==> config.mk <==
export PLATFORM = sky130hd
export DESIGN_NAME = white_balance_factor_estimator
export DESIGN_NICKNAME = d
export VERILOG_FILES = /design/src/rtl/wbf_pkg.sv /design/src/rtl/white_balance_factor_estimator.sv /design/src/rtl/wbf_front.sv /design/src/rtl/wbf_queue.sv /design/src/rtl/wbf_div.sv /design/src/rtl/wbf_back.sv
export VERILOG_INCLUDE_DIRS = /design/src /design/src/rtl
export SDC_FILE = /design/constraint.sdc
export NUM_CORES = 2
export LEC_CHECK = 0
export BUFFER_PORTS_ARGS = -buffer_cell sky130_fd_sc_hd__buf_2
export CELL_PAD_IN_SITES_DETAIL_PLACEMENT = 1
export CELL_PAD_IN_SITES_GLOBAL_PLACEMENT = 2
export CORE_UTILIZATION = 42
export CTS_CLUSTER_DIAMETER = 60
export DETAILED_ROUTE_END_ITERATION = 7
export PLACE_DENSITY_LB_ADDON = 0.1
export SLEW_MARGIN = 10
export SYNTH_ARGS = -nofsm -noshare
export SYNTH_HDL_FRONTEND = slang
export SYNTH_SLANG_ARGS = --single-unit
==> constraint.sdc <==
create_clock -name i_clk -period 17.15 [get_ports i_clk]
set_input_delay 1.715 -clock i_clk [delete_from_list [all_inputs] [get_ports i_clk]]
set_output_delay 1.715 -clock i_clk [all_outputs]
set_load 0.01 [all_outputs]
==> src/rtl/assert_macros.svh <==
// ----------------------------------------------------------------------------
// assert_macros.svh
// shared assertion macros for the white balance estimator
// ----------------------------------------------------------------------------
`ifndef ASSERT_MACROS_SVH
`define ASSERT_MACROS_SVH

// implication checked every clock, masked while in reset
`define WBF_ASSERT_IMP(lbl, clk, rst_n, ante, cons, msg) \
    lbl: assert property (@(posedge clk) disable iff (!rst_n) (ante) |-> (cons)) \
        else $error(msg);

// plain invariant checked every clock, masked while in reset
`define WBF_ASSERT_ALW(lbl, clk, rst_n, prop, msg) \
    lbl: assert property (@(posedge clk) disable iff (!rst_n) (prop)) else $error(msg);

`endif

==> src/rtl/wbf_pkg.sv <==
// ----------------------------------------------------------------------------
// wbf_pkg
// shared constants, types and state codes of the white balance estimator
// ----------------------------------------------------------------------------
package wbf_pkg;

    localparam int SAMPLE_BITS = 16;
    localparam int COUNT_BITS  = 24;
    localparam int REG_BITS    = 16;
    localparam int SUM_BITS    = SAMPLE_BITS + COUNT_BITS;
    localparam int LVL_BITS    = (SAMPLE_BITS > REG_BITS) ? SAMPLE_BITS : REG_BITS;
    localparam int FACT_BITS   = 24;
    localparam int FRAC_BITS   = 16;
    localparam int DIV_NW      = ((SUM_BITS + 1) > (LVL_BITS + FRAC_BITS + 1)) ?
                                 (SUM_BITS + 1) : (LVL_BITS + FRAC_BITS + 1);
    localparam int DIV_DW      = (COUNT_BITS > LVL_BITS) ? COUNT_BITS : LVL_BITS;
    localparam int DIV_CW      = $clog2(DIV_NW + 1);
    localparam int IN_BITS     = ((3 * SAMPLE_BITS + 7) / 8) * 8;
    localparam int OUT_RAW     = 1 + 3 * FACT_BITS + 2 + 1 + 2;
    localparam int OUT_BITS    = ((OUT_RAW + 7) / 8) * 8;
    localparam int IDX_BITS    = 3;
    localparam int Q_DEPTH     = 2;
    localparam int Q_CW        = $clog2(Q_DEPTH + 1);

    localparam logic [FACT_BITS-1:0] FACTOR_ONE = FACT_BITS'(1 << FRAC_BITS);
    localparam logic [FACT_BITS-1:0] FACTOR_MAX = '1;

    // configuration register indexes
    localparam logic [IDX_BITS-1:0] REG_LOW_LIMIT  = 3'd0;
    localparam logic [IDX_BITS-1:0] REG_HIGH_LIMIT = 3'd1;
    localparam logic [IDX_BITS-1:0] REG_BG_RED     = 3'd2;
    localparam logic [IDX_BITS-1:0] REG_BG_GREEN   = 3'd3;
    localparam logic [IDX_BITS-1:0] REG_BG_BLUE    = 3'd4;

    // channel codes
    localparam logic [1:0] CH_RED   = 2'd0;
    localparam logic [1:0] CH_GREEN = 2'd1;
    localparam logic [1:0] CH_BLUE  = 2'd2;

    localparam logic [REG_BITS-1:0] HIGH_LIMIT_RST = 16'd59000;

    typedef logic [SUM_BITS-1:0]   t_sum;
    typedef logic [SAMPLE_BITS-1:0] t_sample;
    typedef logic [LVL_BITS-1:0]   t_level;

    // one classified pixel handed from front to back
    typedef struct packed {
        logic                  in_range;
        logic                  last;
        t_sum [2:0]            sum;
        logic [COUNT_BITS-1:0] count;
    } t_job;

    // one result beat
    typedef struct packed {
        logic                      in_range;
        logic                      done_res;
        logic [2:0][FACT_BITS-1:0] factor;
        logic [1:0]                ref_ch;
        logic                      status;
        logic [1:0]                failed_ch;
    } t_result;

    // request to the shared divider
    typedef struct packed {
        logic              start;
        logic [DIV_NW-1:0] num;
        logic [DIV_DW-1:0] den;
    } t_div_req;

    typedef enum logic [2:0] {
        B_IDLE,
        B_MSTART,
        B_MWAIT,
        B_EVAL,
        B_FSTART,
        B_FWAIT,
        B_OUT
    } t_bstate;

endpackage

==> src/rtl/white_balance_factor_estimator.sv <==
// ----------------------------------------------------------------------------
// white_balance_factor_estimator
// white-reference white balance factor estimator, top level
// ----------------------------------------------------------------------------
// Pixels are taken one per cycle while the queue has room, and each gives one
// result beat carrying its mask bit; intake runs through a two-entry queue, so it
// keeps going while the result side stalls, until the queue is full. The beat of a
// pixel marked last also carries the factors; it comes out after up to five passes
// of a shared radix-2 divider (three means, two factors), each pass a start, the
// quotient steps and a hand-off, plus the control states between taking the last
// pixel off the queue and loading its result beat. Meanwhile intake fills the
// queue and then stalls.
module white_balance_factor_estimator (
    input  logic                           i_clk,
    input  logic                           i_rst_n,
    // red [15:0], green [31:16], blue [47:32]
    input  logic [wbf_pkg::IN_BITS-1:0]    s_axis_tdata,
    input  logic                           s_axis_tlast,
    input  logic                           s_axis_tvalid,
    output logic                           s_axis_tready,
    // in_range [0], factor_red [24:1], factor_green [48:25], factor_blue [72:49],
    // reference_channel [74:73], status [75], failed_channel [77:76], zero pad
    output logic [wbf_pkg::OUT_BITS-1:0]   m_axis_tdata,
    // done_res [0]
    output logic                           m_axis_tuser,
    output logic                           m_axis_tvalid,
    input  logic                           m_axis_tready,
    input  logic                           i_cfg_valid,
    output logic                           o_cfg_ready,
    input  logic [wbf_pkg::IDX_BITS-1:0]   i_cfg_index,
    input  logic [wbf_pkg::REG_BITS-1:0]   i_cfg_data
);
    import wbf_pkg::*;
`include "assert_macros.svh"

    logic [REG_BITS-1:0]       r_low;
    logic [REG_BITS-1:0]       r_high;
    logic [2:0][REG_BITS-1:0]  r_bg;
    t_sample [2:0]             pix;
    t_job                      push_job;
    t_job                      head_job;
    logic                      push;
    logic                      pop;
    logic                      q_full;
    logic                      q_empty;
    logic [Q_CW-1:0]           q_count;
    t_result                   res;

    assign o_cfg_ready = 1'b1;

    // configuration registers
    always_ff @(posedge i_clk) begin
        if (!i_rst_n) begin
            r_low  <= '0;
            r_high <= HIGH_LIMIT_RST;
            r_bg   <= '0;
        end else if (i_cfg_valid) begin
            case (i_cfg_index)
                REG_LOW_LIMIT:  r_low   <= i_cfg_data;
                REG_HIGH_LIMIT: r_high  <= i_cfg_data;
                REG_BG_RED:     r_bg[0] <= i_cfg_data;
                REG_BG_GREEN:   r_bg[1] <= i_cfg_data;
                REG_BG_BLUE:    r_bg[2] <= i_cfg_data;
                default: ;
            endcase
        end
    end

    // unpack the pixel beat
    always_comb begin
        for (int c = 0; c < 3; c++) begin
            pix[c] = s_axis_tdata[c*SAMPLE_BITS +: SAMPLE_BITS];
        end
    end

    wbf_front u_front (
        .i_clk    (i_clk),
        .i_rst_n  (i_rst_n),
        .i_valid  (s_axis_tvalid),
        .o_ready  (s_axis_tready),
        .i_pix    (pix),
        .i_last   (s_axis_tlast),
        .i_low    (r_low),
        .i_high   (r_high),
        .i_q_full (q_full),
        .o_push   (push),
        .o_job    (push_job)
    );

    wbf_queue u_queue (
        .i_clk   (i_clk),
        .i_rst_n (i_rst_n),
        .i_push  (push),
        .i_job   (push_job),
        .i_pop   (pop),
        .o_job   (head_job),
        .o_full  (q_full),
        .o_empty (q_empty),
        .o_count (q_count)
    );

    wbf_back u_back (
        .i_clk     (i_clk),
        .i_rst_n   (i_rst_n),
        .i_q_empty (q_empty),
        .i_job     (head_job),
        .o_pop     (pop),
        .i_bg      (r_bg),
        .o_valid   (m_axis_tvalid),
        .i_ready   (m_axis_tready),
        .o_res     (res)
    );

    // pack the result beat
    assign m_axis_tdata = OUT_BITS'({res.failed_ch, res.status, res.ref_ch,
                                     res.factor[2], res.factor[1], res.factor[0],
                                     res.in_range});
    assign m_axis_tuser = res.done_res;

    // checks
    `WBF_ASSERT_ALW(a_q_bound, i_clk, i_rst_n, q_count <= Q_CW'(Q_DEPTH), "queue overfilled")
    `WBF_ASSERT_IMP(a_q_pop, i_clk, i_rst_n, pop, !q_empty, "pop from empty queue")
    `WBF_ASSERT_IMP(a_mask_only, i_clk, i_rst_n, m_axis_tvalid && !res.done_res,
        res.factor == '0 && res.status == 1'b0, "factors on a non-final beat")
    `WBF_ASSERT_IMP(a_ref_one, i_clk, i_rst_n, m_axis_tvalid && res.done_res && !res.status,
        res.factor[res.ref_ch] == FACTOR_ONE, "reference factor is not one")

endmodule

==> src/rtl/wbf_front.sv <==
// ----------------------------------------------------------------------------
// wbf_front
// pixel intake: range check, per-channel accumulation, job hand-off
// ----------------------------------------------------------------------------
module wbf_front (
    input  logic                           i_clk,
    input  logic                           i_rst_n,
    input  logic                           i_valid,
    output logic                           o_ready,
    input  wbf_pkg::t_sample [2:0]         i_pix,
    input  logic                           i_last,
    input  logic [wbf_pkg::REG_BITS-1:0]   i_low,
    input  logic [wbf_pkg::REG_BITS-1:0]   i_high,
    input  logic                           i_q_full,
    output logic                           o_push,
    output wbf_pkg::t_job                  o_job
);
    import wbf_pkg::*;

    t_sum [2:0]            r_sum;
    logic [COUNT_BITS-1:0] r_count;
    t_sum [2:0]            n_sum;
    logic [COUNT_BITS-1:0] n_count;
    logic                  ok;
    logic                  acc;

    // classify and accumulate
    always_comb begin
        ok = 1'b1;
        for (int c = 0; c < 3; c++) begin
            if (!((t_level'(i_pix[c]) > t_level'(i_low)) &&
                  (t_level'(i_pix[c]) < t_level'(i_high)))) begin
                ok = 1'b0;
            end
        end
        acc = ok && (r_count != '1);
        for (int c = 0; c < 3; c++) begin
            n_sum[c] = acc ? r_sum[c] + SUM_BITS'(i_pix[c]) : r_sum[c];
        end
        n_count = acc ? r_count + 1'b1 : r_count;
    end

    assign o_ready        = !i_q_full;
    assign o_push         = i_valid && !i_q_full;
    assign o_job.in_range = ok;
    assign o_job.last     = i_last;
    assign o_job.sum      = n_sum;
    assign o_job.count    = n_count;

    // running sums, cleared after the last pixel
    always_ff @(posedge i_clk) begin
        if (!i_rst_n) begin
            r_sum   <= '0;
            r_count <= '0;
        end else if (o_push) begin
            if (i_last) begin
                r_sum   <= '0;
                r_count <= '0;
            end else begin
                r_sum   <= n_sum;
                r_count <= n_count;
            end
        end
    end

endmodule

==> src/rtl/wbf_queue.sv <==
// ----------------------------------------------------------------------------
// wbf_queue
// two-entry job queue between intake and result stage
// ----------------------------------------------------------------------------
module wbf_queue (
    input  logic                     i_clk,
    input  logic                     i_rst_n,
    input  logic                     i_push,
    input  wbf_pkg::t_job            i_job,
    input  logic                     i_pop,
    output wbf_pkg::t_job            o_job,
    output logic                     o_full,
    output logic                     o_empty,
    output logic [wbf_pkg::Q_CW-1:0] o_count
);
    import wbf_pkg::*;

    t_job            r_mem [Q_DEPTH];
    logic            r_wp;
    logic            r_rp;
    logic [Q_CW-1:0] r_cnt;

    assign o_job   = r_mem[r_rp];
    assign o_full  = (r_cnt == Q_CW'(Q_DEPTH));
    assign o_empty = (r_cnt == '0);
    assign o_count = r_cnt;

    // entry storage
    always_ff @(posedge i_clk) begin
        if (i_push) begin
            r_mem[r_wp] <= i_job;
        end
    end

    // pointers and fill level
    always_ff @(posedge i_clk) begin
        if (!i_rst_n) begin
            r_wp  <= 1'b0;
            r_rp  <= 1'b0;
            r_cnt <= '0;
        end else begin
            if (i_push) r_wp <= !r_wp;
            if (i_pop)  r_rp <= !r_rp;
            r_cnt <= r_cnt + Q_CW'(i_push) - Q_CW'(i_pop);
        end
    end

endmodule

==> src/rtl/wbf_div.sv <==
// ----------------------------------------------------------------------------
// wbf_div
// restoring divider, one quotient bit per cycle
// ----------------------------------------------------------------------------
module wbf_div (
    input  logic                       i_clk,
    input  logic                       i_rst_n,
    input  wbf_pkg::t_div_req          i_req,
    output logic                       o_done,
    output logic [wbf_pkg::DIV_NW-1:0] o_quot
);
    import wbf_pkg::*;

    logic [DIV_NW-1:0] r_quo;
    logic [DIV_DW-1:0] r_rem;
    logic [DIV_DW-1:0] r_den;
    logic [DIV_CW-1:0] r_cnt;
    logic              r_busy;
    logic              r_done;
    logic [DIV_DW:0]   sh;
    logic [DIV_DW:0]   diff;
    logic              ge;

    // one trial subtraction
    always_comb begin
        sh   = {r_rem, r_quo[DIV_NW-1]};
        diff = sh - {1'b0, r_den};
        ge   = (sh >= {1'b0, r_den});
    end

    assign o_done = r_done;
    assign o_quot = r_quo;

    // payload shift registers
    always_ff @(posedge i_clk) begin
        if (i_req.start) begin
            r_quo <= i_req.num;
            r_rem <= '0;
            r_den <= i_req.den;
        end else if (r_busy) begin
            r_quo <= {r_quo[DIV_NW-2:0], ge};
            r_rem <= ge ? diff[DIV_DW-1:0] : sh[DIV_DW-1:0];
        end
    end

    // step counter
    always_ff @(posedge i_clk) begin
        if (!i_rst_n) begin
            r_busy <= 1'b0;
            r_done <= 1'b0;
            r_cnt  <= '0;
        end else begin
            r_done <= 1'b0;
            if (i_req.start) begin
                r_busy <= 1'b1;
                r_cnt  <= DIV_CW'(DIV_NW);
            end else if (r_busy) begin
                r_cnt <= r_cnt - 1'b1;
                if (r_cnt == DIV_CW'(1)) begin
                    r_busy <= 1'b0;
                    r_done <= 1'b1;
                end
            end
        end
    end

endmodule

==> src/rtl/wbf_back.sv <==
// ----------------------------------------------------------------------------
// wbf_back
// result stage: mask beats, means, reference choice and factors
// ----------------------------------------------------------------------------
module wbf_back (
    input  logic                                i_clk,
    input  logic                                i_rst_n,
    input  logic                                i_q_empty,
    input  wbf_pkg::t_job                       i_job,
    output logic                                o_pop,
    input  logic [2:0][wbf_pkg::REG_BITS-1:0]   i_bg,
    output logic                                o_valid,
    input  logic                                i_ready,
    output wbf_pkg::t_result                    o_res
);
    import wbf_pkg::*;

    t_bstate               r_state, n_state;
    t_job                  r_job;
    logic [1:0]            r_ch;
    t_sample [2:0]         r_mean;
    t_level [2:0]          r_level;
    logic [1:0]            r_rc;
    logic                  r_fail;
    logic [1:0]            r_fail_ch;
    logic [2:0][FACT_BITS-1:0] r_fact;
    t_result               r_out;
    logic                  r_ovalid;

    t_div_req              req;
    logic                  div_done;
    logic [DIV_NW-1:0]     quot;
    logic                  out_free;
    t_level [2:0]          lvl;
    logic [1:0]            rc;
    logic                  load_mask;
    logic                  load_final;
    logic [FACT_BITS-1:0]  sat;

    wbf_div u_div (
        .i_clk   (i_clk),
        .i_rst_n (i_rst_n),
        .i_req   (req),
        .o_done  (div_done),
        .o_quot  (quot)
    );

    assign out_free = !r_ovalid || i_ready;
    assign o_valid  = r_ovalid;
    assign o_res    = r_out;
    assign sat      = (quot > DIV_NW'(FACTOR_MAX)) ? FACTOR_MAX : quot[FACT_BITS-1:0];

    // levels and reference channel from the registered means
    always_comb begin
        for (int c = 0; c < 3; c++) begin
            lvl[c] = (t_level'(r_mean[c]) >= t_level'(i_bg[c])) ?
                     t_level'(r_mean[c]) - t_level'(i_bg[c]) :
                     t_level'(i_bg[c]) - t_level'(r_mean[c]);
        end
        if (lvl[0] > lvl[1]) rc = (lvl[0] > lvl[2]) ? CH_RED : CH_BLUE;
        else                 rc = (lvl[1] > lvl[2]) ? CH_GREEN : CH_BLUE;
    end

    // sequencer next state and divider requests
    always_comb begin
        n_state    = r_state;
        o_pop      = 1'b0;
        load_mask  = 1'b0;
        load_final = 1'b0;
        req.start  = 1'b0;
        req.num    = DIV_NW'(r_job.sum[r_ch]) + DIV_NW'(r_job.count >> 1);
        req.den    = DIV_DW'(r_job.count);
        case (r_state)
            B_IDLE: begin
                if (!i_q_empty) begin
                    if (!i_job.last) begin
                        if (out_free) begin
                            o_pop     = 1'b1;
                            load_mask = 1'b1;
                        end
                    end else begin
                        o_pop   = 1'b1;
                        n_state = (i_job.count == '0) ? B_EVAL : B_MSTART;
                    end
                end
            end
            B_MSTART: begin
                req.start = 1'b1;
                n_state   = B_MWAIT;
            end
            B_MWAIT: begin
                if (div_done) n_state = (r_ch == CH_BLUE) ? B_EVAL : B_MSTART;
            end
            B_EVAL: begin
                n_state = (r_mean[0] == '0 || r_mean[1] == '0 || r_mean[2] == '0) ?
                          B_OUT : B_FSTART;
            end
            B_FSTART: begin
                req.num = DIV_NW'({r_level[r_rc], FRAC_BITS'(0)}) +
                          DIV_NW'(r_level[r_ch] >> 1);
                req.den = DIV_DW'(r_level[r_ch]);
                if (r_ch == r_rc || r_level[r_ch] == '0) begin
                    if (r_ch == CH_BLUE) n_state = B_OUT;
                end else begin
                    req.start = 1'b1;
                    n_state   = B_FWAIT;
                end
            end
            B_FWAIT: begin
                if (div_done) n_state = (r_ch == CH_BLUE) ? B_OUT : B_FSTART;
            end
            B_OUT: begin
                if (out_free) begin
                    load_final = 1'b1;
                    n_state    = B_IDLE;
                end
            end
            default: n_state = B_IDLE;
        endcase
    end

    // state register
    always_ff @(posedge i_clk) begin
        if (!i_rst_n) r_state <= B_IDLE;
        else          r_state <= n_state;
    end

    // working registers of the final computation
    always_ff @(posedge i_clk) begin
        case (r_state)
            B_IDLE: begin
                r_job  <= i_job;
                r_ch   <= CH_RED;
                r_mean <= '0;
                r_fact <= '0;
            end
            B_MWAIT: begin
                if (div_done) begin
                    r_mean[r_ch] <= quot[SAMPLE_BITS-1:0];
                    r_ch         <= r_ch + 1'b1;
                end
            end
            B_EVAL: begin
                r_level   <= lvl;
                r_rc      <= rc;
                r_ch      <= CH_RED;
                r_fail    <= (r_mean[0] == '0 || r_mean[1] == '0 || r_mean[2] == '0);
                r_fail_ch <= (r_mean[0] == '0) ? CH_RED :
                             (r_mean[1] == '0) ? CH_GREEN : CH_BLUE;
            end
            B_FSTART: begin
                if (r_ch == r_rc) begin
                    r_fact[r_ch] <= FACTOR_ONE;
                    r_ch         <= r_ch + 1'b1;
                end else if (r_level[r_ch] == '0) begin
                    r_fact[r_ch] <= FACTOR_MAX;
                    r_ch         <= r_ch + 1'b1;
                end
            end
            B_FWAIT: begin
                if (div_done) begin
                    r_fact[r_ch] <= sat;
                    r_ch         <= r_ch + 1'b1;
                end
            end
            default: ;
        endcase
    end

    // output payload
    always_ff @(posedge i_clk) begin
        if (load_mask) begin
            r_out <= {i_job.in_range, {($bits(t_result) - 1){1'b0}}};
        end else if (load_final) begin
            r_out.in_range  <= r_job.in_range;
            r_out.done_res  <= 1'b1;
            r_out.factor    <= r_fail ? '0 : r_fact;
            r_out.ref_ch    <= r_fail ? CH_RED : r_rc;
            r_out.status    <= r_fail;
            r_out.failed_ch <= r_fail ? r_fail_ch : CH_RED;
        end
    end

    // output valid flag
    always_ff @(posedge i_clk) begin
        if (!i_rst_n)                      r_ovalid <= 1'b0;
        else if (load_mask || load_final)  r_ovalid <= 1'b1;
        else if (i_ready)                  r_ovalid <= 1'b0;
    end

endmodule
After elaboration in Yosys (flattened, before gate mapping)
Memories as Yosys holds them, arrays and structs flattened. A register that Yosys moved wholly into a read port is not among the register bits.
Cells that the tools add are included.
{"block": "totals", "ff_bits": 728, "ram_bits": 292, "input_bits": 73, "n_memories": 1}
{"block": "classes", "n_addsub": 17, "order_cmp": 17, "eq_ne": 23, "mux": 82, "bitwise_logic": 6, "n_reduce_logical": 42}
{"memory": "u_queue.r_mem", "depth": 2, "width": 146, "rd": 1, "rd_ports_with_merged_regs": 1, "write_ports": 1, "line": "wbf_queue.sv:18", "source": "t_job r_mem [Q_DEPTH];"}
{"operator": "two-way mux 72 bit", "n": 4}
{"operator": "one-hot mux 72 bit (3 select lines)", "n": 1}
{"operator": "two-way mux 40 bit", "n": 4}
{"operator": "two-way mux 79 bit", "n": 2}
{"operator": "adder 40 x 16 -> 40 bit", "n": 3}
{"operator": "two-way mux 120 bit", "n": 1}
{"operator": "two-way mux 24 bit", "n": 5}
{"operator": "greater-than comparator 16 bit", "n": 6}
{"operator": "two-way mux 16 bit", "n": 6}
{"operator": "one-hot mux 48 bit (2 select lines)", "n": 1}
{"operator": "subtractor 16 bit", "n": 6}
{"operator": "two-way mux 41 bit", "n": 2}
{"operator": "binary-select mux 40 bit (select 2 bit)", "n": 1}
{"operator": "bitwise mux 72 bit", "n": 1}
{"operator": "bitwise OR 72 bit", "n": 1}
{"operator": "AND 69 bit", "n": 1}
{"operator": "NOT 69 bit", "n": 1}
{"operator": "two-way mux 65 bit", "n": 1}
{"operator": "binary-select mux 16 bit (select 2 bit)", "n": 2}
{"operator": "logical NOT 16 bit", "n": 4}
{"operator": "bitwise mux 48 bit", "n": 1}
{"operator": "demux 24 bit (select 2 bit)", "n": 1}
{"operator": "greater-or-equal comparator 16 bit", "n": 3}
{"operator": "less-than comparator 16 bit", "n": 3}
{"operator": "47 further kinds", "n": 126}

Longest topological paths before layout
{"block": "depth", "ltp_word": 8, "ltp_mapped": 27, "depth_no_buf": 26}

Modules after synthesis
From an unflattened synthesis, not the netlist that was laid out.
{"block": "hier_totals", "hier_cells": 5501, "area_unflattened_um2": 57622.8}
{"mod": "wbf_back", "n_inst": 1, "cells_per_inst": 2450, "area_each_um2": 24348.4}
{"mod": "wbf_front", "n_inst": 1, "cells_per_inst": 1800, "area_each_um2": 14102.3}
{"mod": "wbf_queue", "n_inst": 1, "cells_per_inst": 475, "area_each_um2": 10842.9}
{"mod": "wbf_div", "n_inst": 1, "cells_per_inst": 479, "area_each_um2": 5215.0}
{"mod": "white_balance_factor_estimator", "n_inst": 1, "cells_per_inst": 297, "area_each_um2": 3114.2}

Least setup slack after synthesis
No wires, ideal clock.
{"block": "synth_timing", "path_type": "flip-flop to flip-flop", "start": "register u_back.r_state[2]", "end": "register u_queue.r_cnt[1] (netlist: u_queue.o_count[1])", "setup_ns": 0.128, "t_arrival_ns": 13.085, "required_time_ns": 17.022, "setup_slack_ns": 3.938, "path_stages_with_launch": 11, "n_path_buf": 1, "synth_period_minus_slack_ns": 13.212, "cell_sequence": "dfxtp_1 > clkbuf_1 > nor3_1 > o21ai_0 > a21oi_1 > ha_1 > inv_1 > ha_1 > xor2_1 > xnor2_1 > nor2_1"}
{"block": "synth_via", "elab_chain_len": 3}
{"item": "start: declaration", "line": "wbf_back.sv:18", "source": "t_bstate r_state, n_state;"}
{"item": "start signal: assignment", "line": "wbf_back.sv:125", "source": "else r_state <= n_state;"}
{"item": "logical NOT 3 bit", "line": "wbf_back.sv:73", "source": "case (r_state)"}
{"item": "two-way mux 1 bit", "line": "wbf_back.sv:73"}
{"item": "named net pop", "line": "white_balance_factor_estimator.sv:43", "source": "logic pop;"}
{"item": "subtractor 2 x 1 -> 2 bit", "line": "wbf_queue.sv:44", "source": "r_cnt <= r_cnt + Q_CW'(i_push) - Q_CW'(i_pop);"}
{"item": "end signal: assignment", "line": "wbf_queue.sv:44"}
{"item": "end: declaration", "line": "wbf_queue.sv:21", "source": "logic [Q_CW-1:0] r_cnt;"}
The timed path passes the listed nets, and every way through them passes these cells.
A chain may end at the register's enable or synchronous reset.

==> out/qor.txt <==
static leakage: 23.84 nW
Final Slew Violations: 0
nets@finish: 5747
Buffers on Ports: 153
number of placed I/O pins: 157
peak clock frequency supported by timing: 158.8 MHz
worst supply voltage drop on vdd: 213.6 uV
wire length of the first global-routing pass: 262.5 mm
most instantiated flip-flop cell in the synthesis netlist: sky130_fd_sc_hd__edfxtp_1
Reg area: 27230 um^2
DRC violation total after the first TritonRoute iteration: 2749
Critical path destination: u_back.r_rc[1]
post-route total power: 11.90 mW
ratio of final minimum period to clock period: 36.71%
overall global routing resource usage: 26.21%
vias in the first global route: 41520
Worst Hold Class: reg2reg
H-tree depth reported by CTS: 4
Post-Synthesis Cell Area: 54590 um^2
power density relative to cell area: 194.3 nW/um^2
DPL Wire Length: 121.8 mm
Critical Path Source Type: flop
worst-path maximum fanout: 20
clock latency of the later-clocked register in the worst-skew pair: 0.77 ns
Worst Setup End Kind: flop
CTS sink count: 1021
DIE AREA: 131400 um^2
Critical path origin: u_back.r_mean[13]
post-synth cell types: 92
Initial Util: 42.59%
Routability Congestion: 0.8692
total number of vias: 40970
YS warnings: 0
number of cell rows: 131
max-cap violations: 0
flop-to-flop setup slack: 10.85 ns
Die Wd: 362.5 um
filler cell count: 14000
count of TritonRoute iterations in the first routing pass: 5
number of antenna violations at the first check in global routing: 4
Worst-Margin Slew: 1.167 ns
unrepaired setup endpoints after global routing: no
number of buffers created by CTS: 131
Worst Path Class, Setup: reg2reg
required arrival time at the worst endpoint: 17.66 ns
Area growth syn-to-layout: 12.16%
height of the die: 362.5 um
data arrival time of the critical path: 6.80 ns
area occupied by multi-input gates: 25330 um^2
final setup violation count: 0
Post-synth EDFFs: 678
result of the run: complete, no violations
minimum period implied by the final worst setup slack: 6.296 ns
deepest clock path buffer count: 3
average instance area after synthesis: 10.36 um^2
clock tree from TritonCTS: yes
maximum number of pins on one net before global-route repair: 146
count of final hold-check violations: 0
total negative setup slack: 0 ns
core footprint: 128200 um^2
post-route ant nets: 0
share of final-layout standard cells stronger than drive strength 1: 11.38%
post-synthesis cell count: 5270
post-cts hold buffer count: 0
share of flip-flops with an asynchronous set or reset after synthesis: 0%
sequential fraction of the synthesis area: 49.88%
CTS-repair resized insts: 0
wire length reported by the detailed router: 173.4 mm
Post-CTS Setup Bufs: 0
worst slew slack as a fraction of its limit: 22.19%
clock slew at reported path FFs: 0.06 ns
r2r worst-path depth: 20
routed len/inst: 24.19 um
Vias/cell: 5.714
Layout Skew: 0.03003 ns
GRT Residual Overflow: 0
origin of the critical flop-to-flop path: u_back.r_mean[13]
count of state elements after synthesis: 1021
master cell of the clock root buffer: sky130_fd_sc_hd__clkbuf_16
reg-to-reg endpoint: u_back.r_rc[1]
Post-route DRC: 0
==> stage by stage <==
stage	worst slack (ns)	hold slack (ns)	utilization [%]	std cells	instance area [um^2]
after CTS	10.89	0.4491	47.76	7168	61220
after global routing	10.44	0.4630	47.76	7168	61220
after global placement	10.73	0.4325	44.45	6929	56980
after floorplan	3.938	0.4259	-	5271	54590
final	10.85	0.4455	47.76	7169	61220
after detailed placement	10.66	0.4397	44.45	6929	56980
==> worst min path at each step <==
stage | from | endpoint | slack, ns | cells past startpoint
after global placement | u_front.r_sum[59] | u_front.r_sum[59] | 0.43 | 1
after floorplan | u_front.r_sum[112] | u_front.r_sum[112] | 0.43 | 1
after detailed placement | u_front.r_sum[112] | u_front.r_sum[112] | 0.44 | 1
final | u_back.o_res[65] | u_back.o_res[65] | 0.45 | 2
after CTS | u_back.o_res[30] | u_back.o_res[30] | 0.45 | 2
after global routing | u_back.o_res[54] | u_back.o_res[54] | 0.46 | 2
==> per-layer routing <==
layer / GRT usage, % / routed length, um / vias up
met4: 7.099 / 3977 / 4
li1: - / - / 19380
met5: 0 / 20 / -
met1: 36.05 / 79900 / 20520
met2: 43.50 / 82320 / 856
met3: 3.120 / 7168 / 209
==> kinds of logic (layout without fill, tap and decap cells) <==
kind of cell | after synthesis | after routing | share of synthesized area, %
simple gates | 1450 | 1450 | 12.75
compound gates | 1324 | 1324 | 15.13
flops | 1021 | 1021 | 49.88
buf+inv | 558 | 726 | 3.958
fa+ha+maj | 342 | 342 | 7.986
mux | 323 | 323 | 6.278
xor+xnor | 250 | 250 | 4.011
other cells | 2 | 4 | 0.01376
==> cell type report <==
cell class                 count  share of cell area (%)
multi-input combinational   3692                   41.37
tap                         1729                   3.534
clock inverter                60                  0.9953
sequential                  1021                   44.48
timing repair buffer         213                   2.007
antenna                        1                0.004087
clock buffer                 179                   5.933
inverter                     274                   1.684
==> cells in the mapped netlist (all sizes together), types with 81 or more instances <==
master	count	area (um^2)
xnor2	171	1498
o21ai	277	1386
edfxtp	678	20360
a21o	96	720.7
mux2	155	1745
nand2	577	2168
nand3b	81	608.1
clkbuf	221	829.6
nor2	292	1099
inv	273	1025
a21oi	493	2467
dfxtp	343	6867
nand3	81	405.4
ha	330	4129
mux2i	168	1682
==> report_power, final <==
| group | internal (mW) | switching [mW] |
|---|---|---|
| Sequential | 3.56 | 0.445 |
| Combinational | 1.82 | 3.36 |
| Clock | 1.60 | 1.12 |
==> sequential cells by signal (all words and copies together) (netlist names), 2 cells and up, named ones only <==
name / cells
u_back.r_level: 48
u_back.r_rc: 2
u_back.u_div.r_den: 24
u_front.r_count: 24
u_back.r_fact: 72
r_bg: 48
u_back.u_div.r_rem: 24
r_high: 16
u_back.r_fail_ch: 2
u_back.u_div.r_cnt: 6
u_queue.o_count: 2
u_back.r_job: 145
u_queue.r_mem: 292
u_back.r_ch: 2
u_front.r_sum: 120
u_back.o_res: 79
r_low: 16
u_back.r_mean: 48
u_back.u_div.o_quot: 41
u_back.r_state: 3
==> layout by cell type, fill, tap and decap left out, types with 16 or more instances in the layout <==
| cell | count |
|---|---|
| sky130_fd_sc_hd__edfxtp_1 | 678 |
| sky130_fd_sc_hd__o21ai_0 | 273 |
| sky130_fd_sc_hd__xnor2_1 | 171 |
| sky130_fd_sc_hd__dfxtp_1 | 342 |
| sky130_fd_sc_hd__clkbuf_1 | 34 |
| sky130_fd_sc_hd__o21bai_1 | 17 |
| sky130_fd_sc_hd__o22a_1 | 70 |
| sky130_fd_sc_hd__buf_2 | 153 |
| sky130_fd_sc_hd__mux2i_1 | 168 |
| sky130_fd_sc_hd__a22o_1 | 50 |
| sky130_fd_sc_hd__o31ai_1 | 16 |
| sky130_fd_sc_hd__nor3_1 | 55 |
| sky130_fd_sc_hd__nor2b_1 | 40 |
| sky130_fd_sc_hd__clkbuf_16 | 134 |
| sky130_fd_sc_hd__nand4_1 | 73 |
| sky130_fd_sc_hd__ha_1 | 327 |
| sky130_fd_sc_hd__and3_1 | 39 |
| sky130_fd_sc_hd__or3_1 | 36 |
| sky130_fd_sc_hd__a31oi_1 | 67 |
| sky130_fd_sc_hd__a21o_1 | 96 |
| sky130_fd_sc_hd__xor2_1 | 79 |
| sky130_fd_sc_hd__inv_1 | 271 |
| sky130_fd_sc_hd__o21a_1 | 30 |
| sky130_fd_sc_hd__nand3b_1 | 81 |
| sky130_fd_sc_hd__a211oi_1 | 25 |
| sky130_fd_sc_hd__buf_4 | 59 |
| sky130_fd_sc_hd__nand2b_1 | 31 |
| sky130_fd_sc_hd__mux2_2 | 155 |
| sky130_fd_sc_hd__nand3_1 | 80 |
| sky130_fd_sc_hd__nor2_1 | 285 |
| sky130_fd_sc_hd__a21oi_1 | 492 |
| sky130_fd_sc_hd__o211ai_1 | 43 |
| sky130_fd_sc_hd__nor4_1 | 43 |
| sky130_fd_sc_hd__nand2_1 | 574 |
| sky130_fd_sc_hd__and2_1 | 39 |
==> worst max-delay path: stages (launching register included) <==
cell and delay (ns):
sky130_fd_sc_hd__edfxtp_1 0.49, sky130_fd_sc_hd__ha_1 0.44, sky130_fd_sc_hd__nand2_1 0.12, sky130_fd_sc_hd__nor2_1 0.21
sky130_fd_sc_hd__o2111ai_1 0.18, sky130_fd_sc_hd__o21ai_2 0.94, sky130_fd_sc_hd__mux2_2 0.45, sky130_fd_sc_hd__o21ai_0 0.33
sky130_fd_sc_hd__a22oi_1 0.17, sky130_fd_sc_hd__a31oi_1 0.25, sky130_fd_sc_hd__a311oi_1 0.18, sky130_fd_sc_hd__o211ai_1 0.24
sky130_fd_sc_hd__xor2_1 0.36, sky130_fd_sc_hd__ha_1 0.32, sky130_fd_sc_hd__a21o_1 0.16, sky130_fd_sc_hd__a21oi_1 0.23
sky130_fd_sc_hd__o221ai_1 0.26, sky130_fd_sc_hd__a211oi_1 0.26, sky130_fd_sc_hd__o21ai_0 0.12, sky130_fd_sc_hd__o311a_1 0.17
sky130_fd_sc_hd__o21a_1 0.19
No activity file was read; power rests on OpenSTA's default activity.
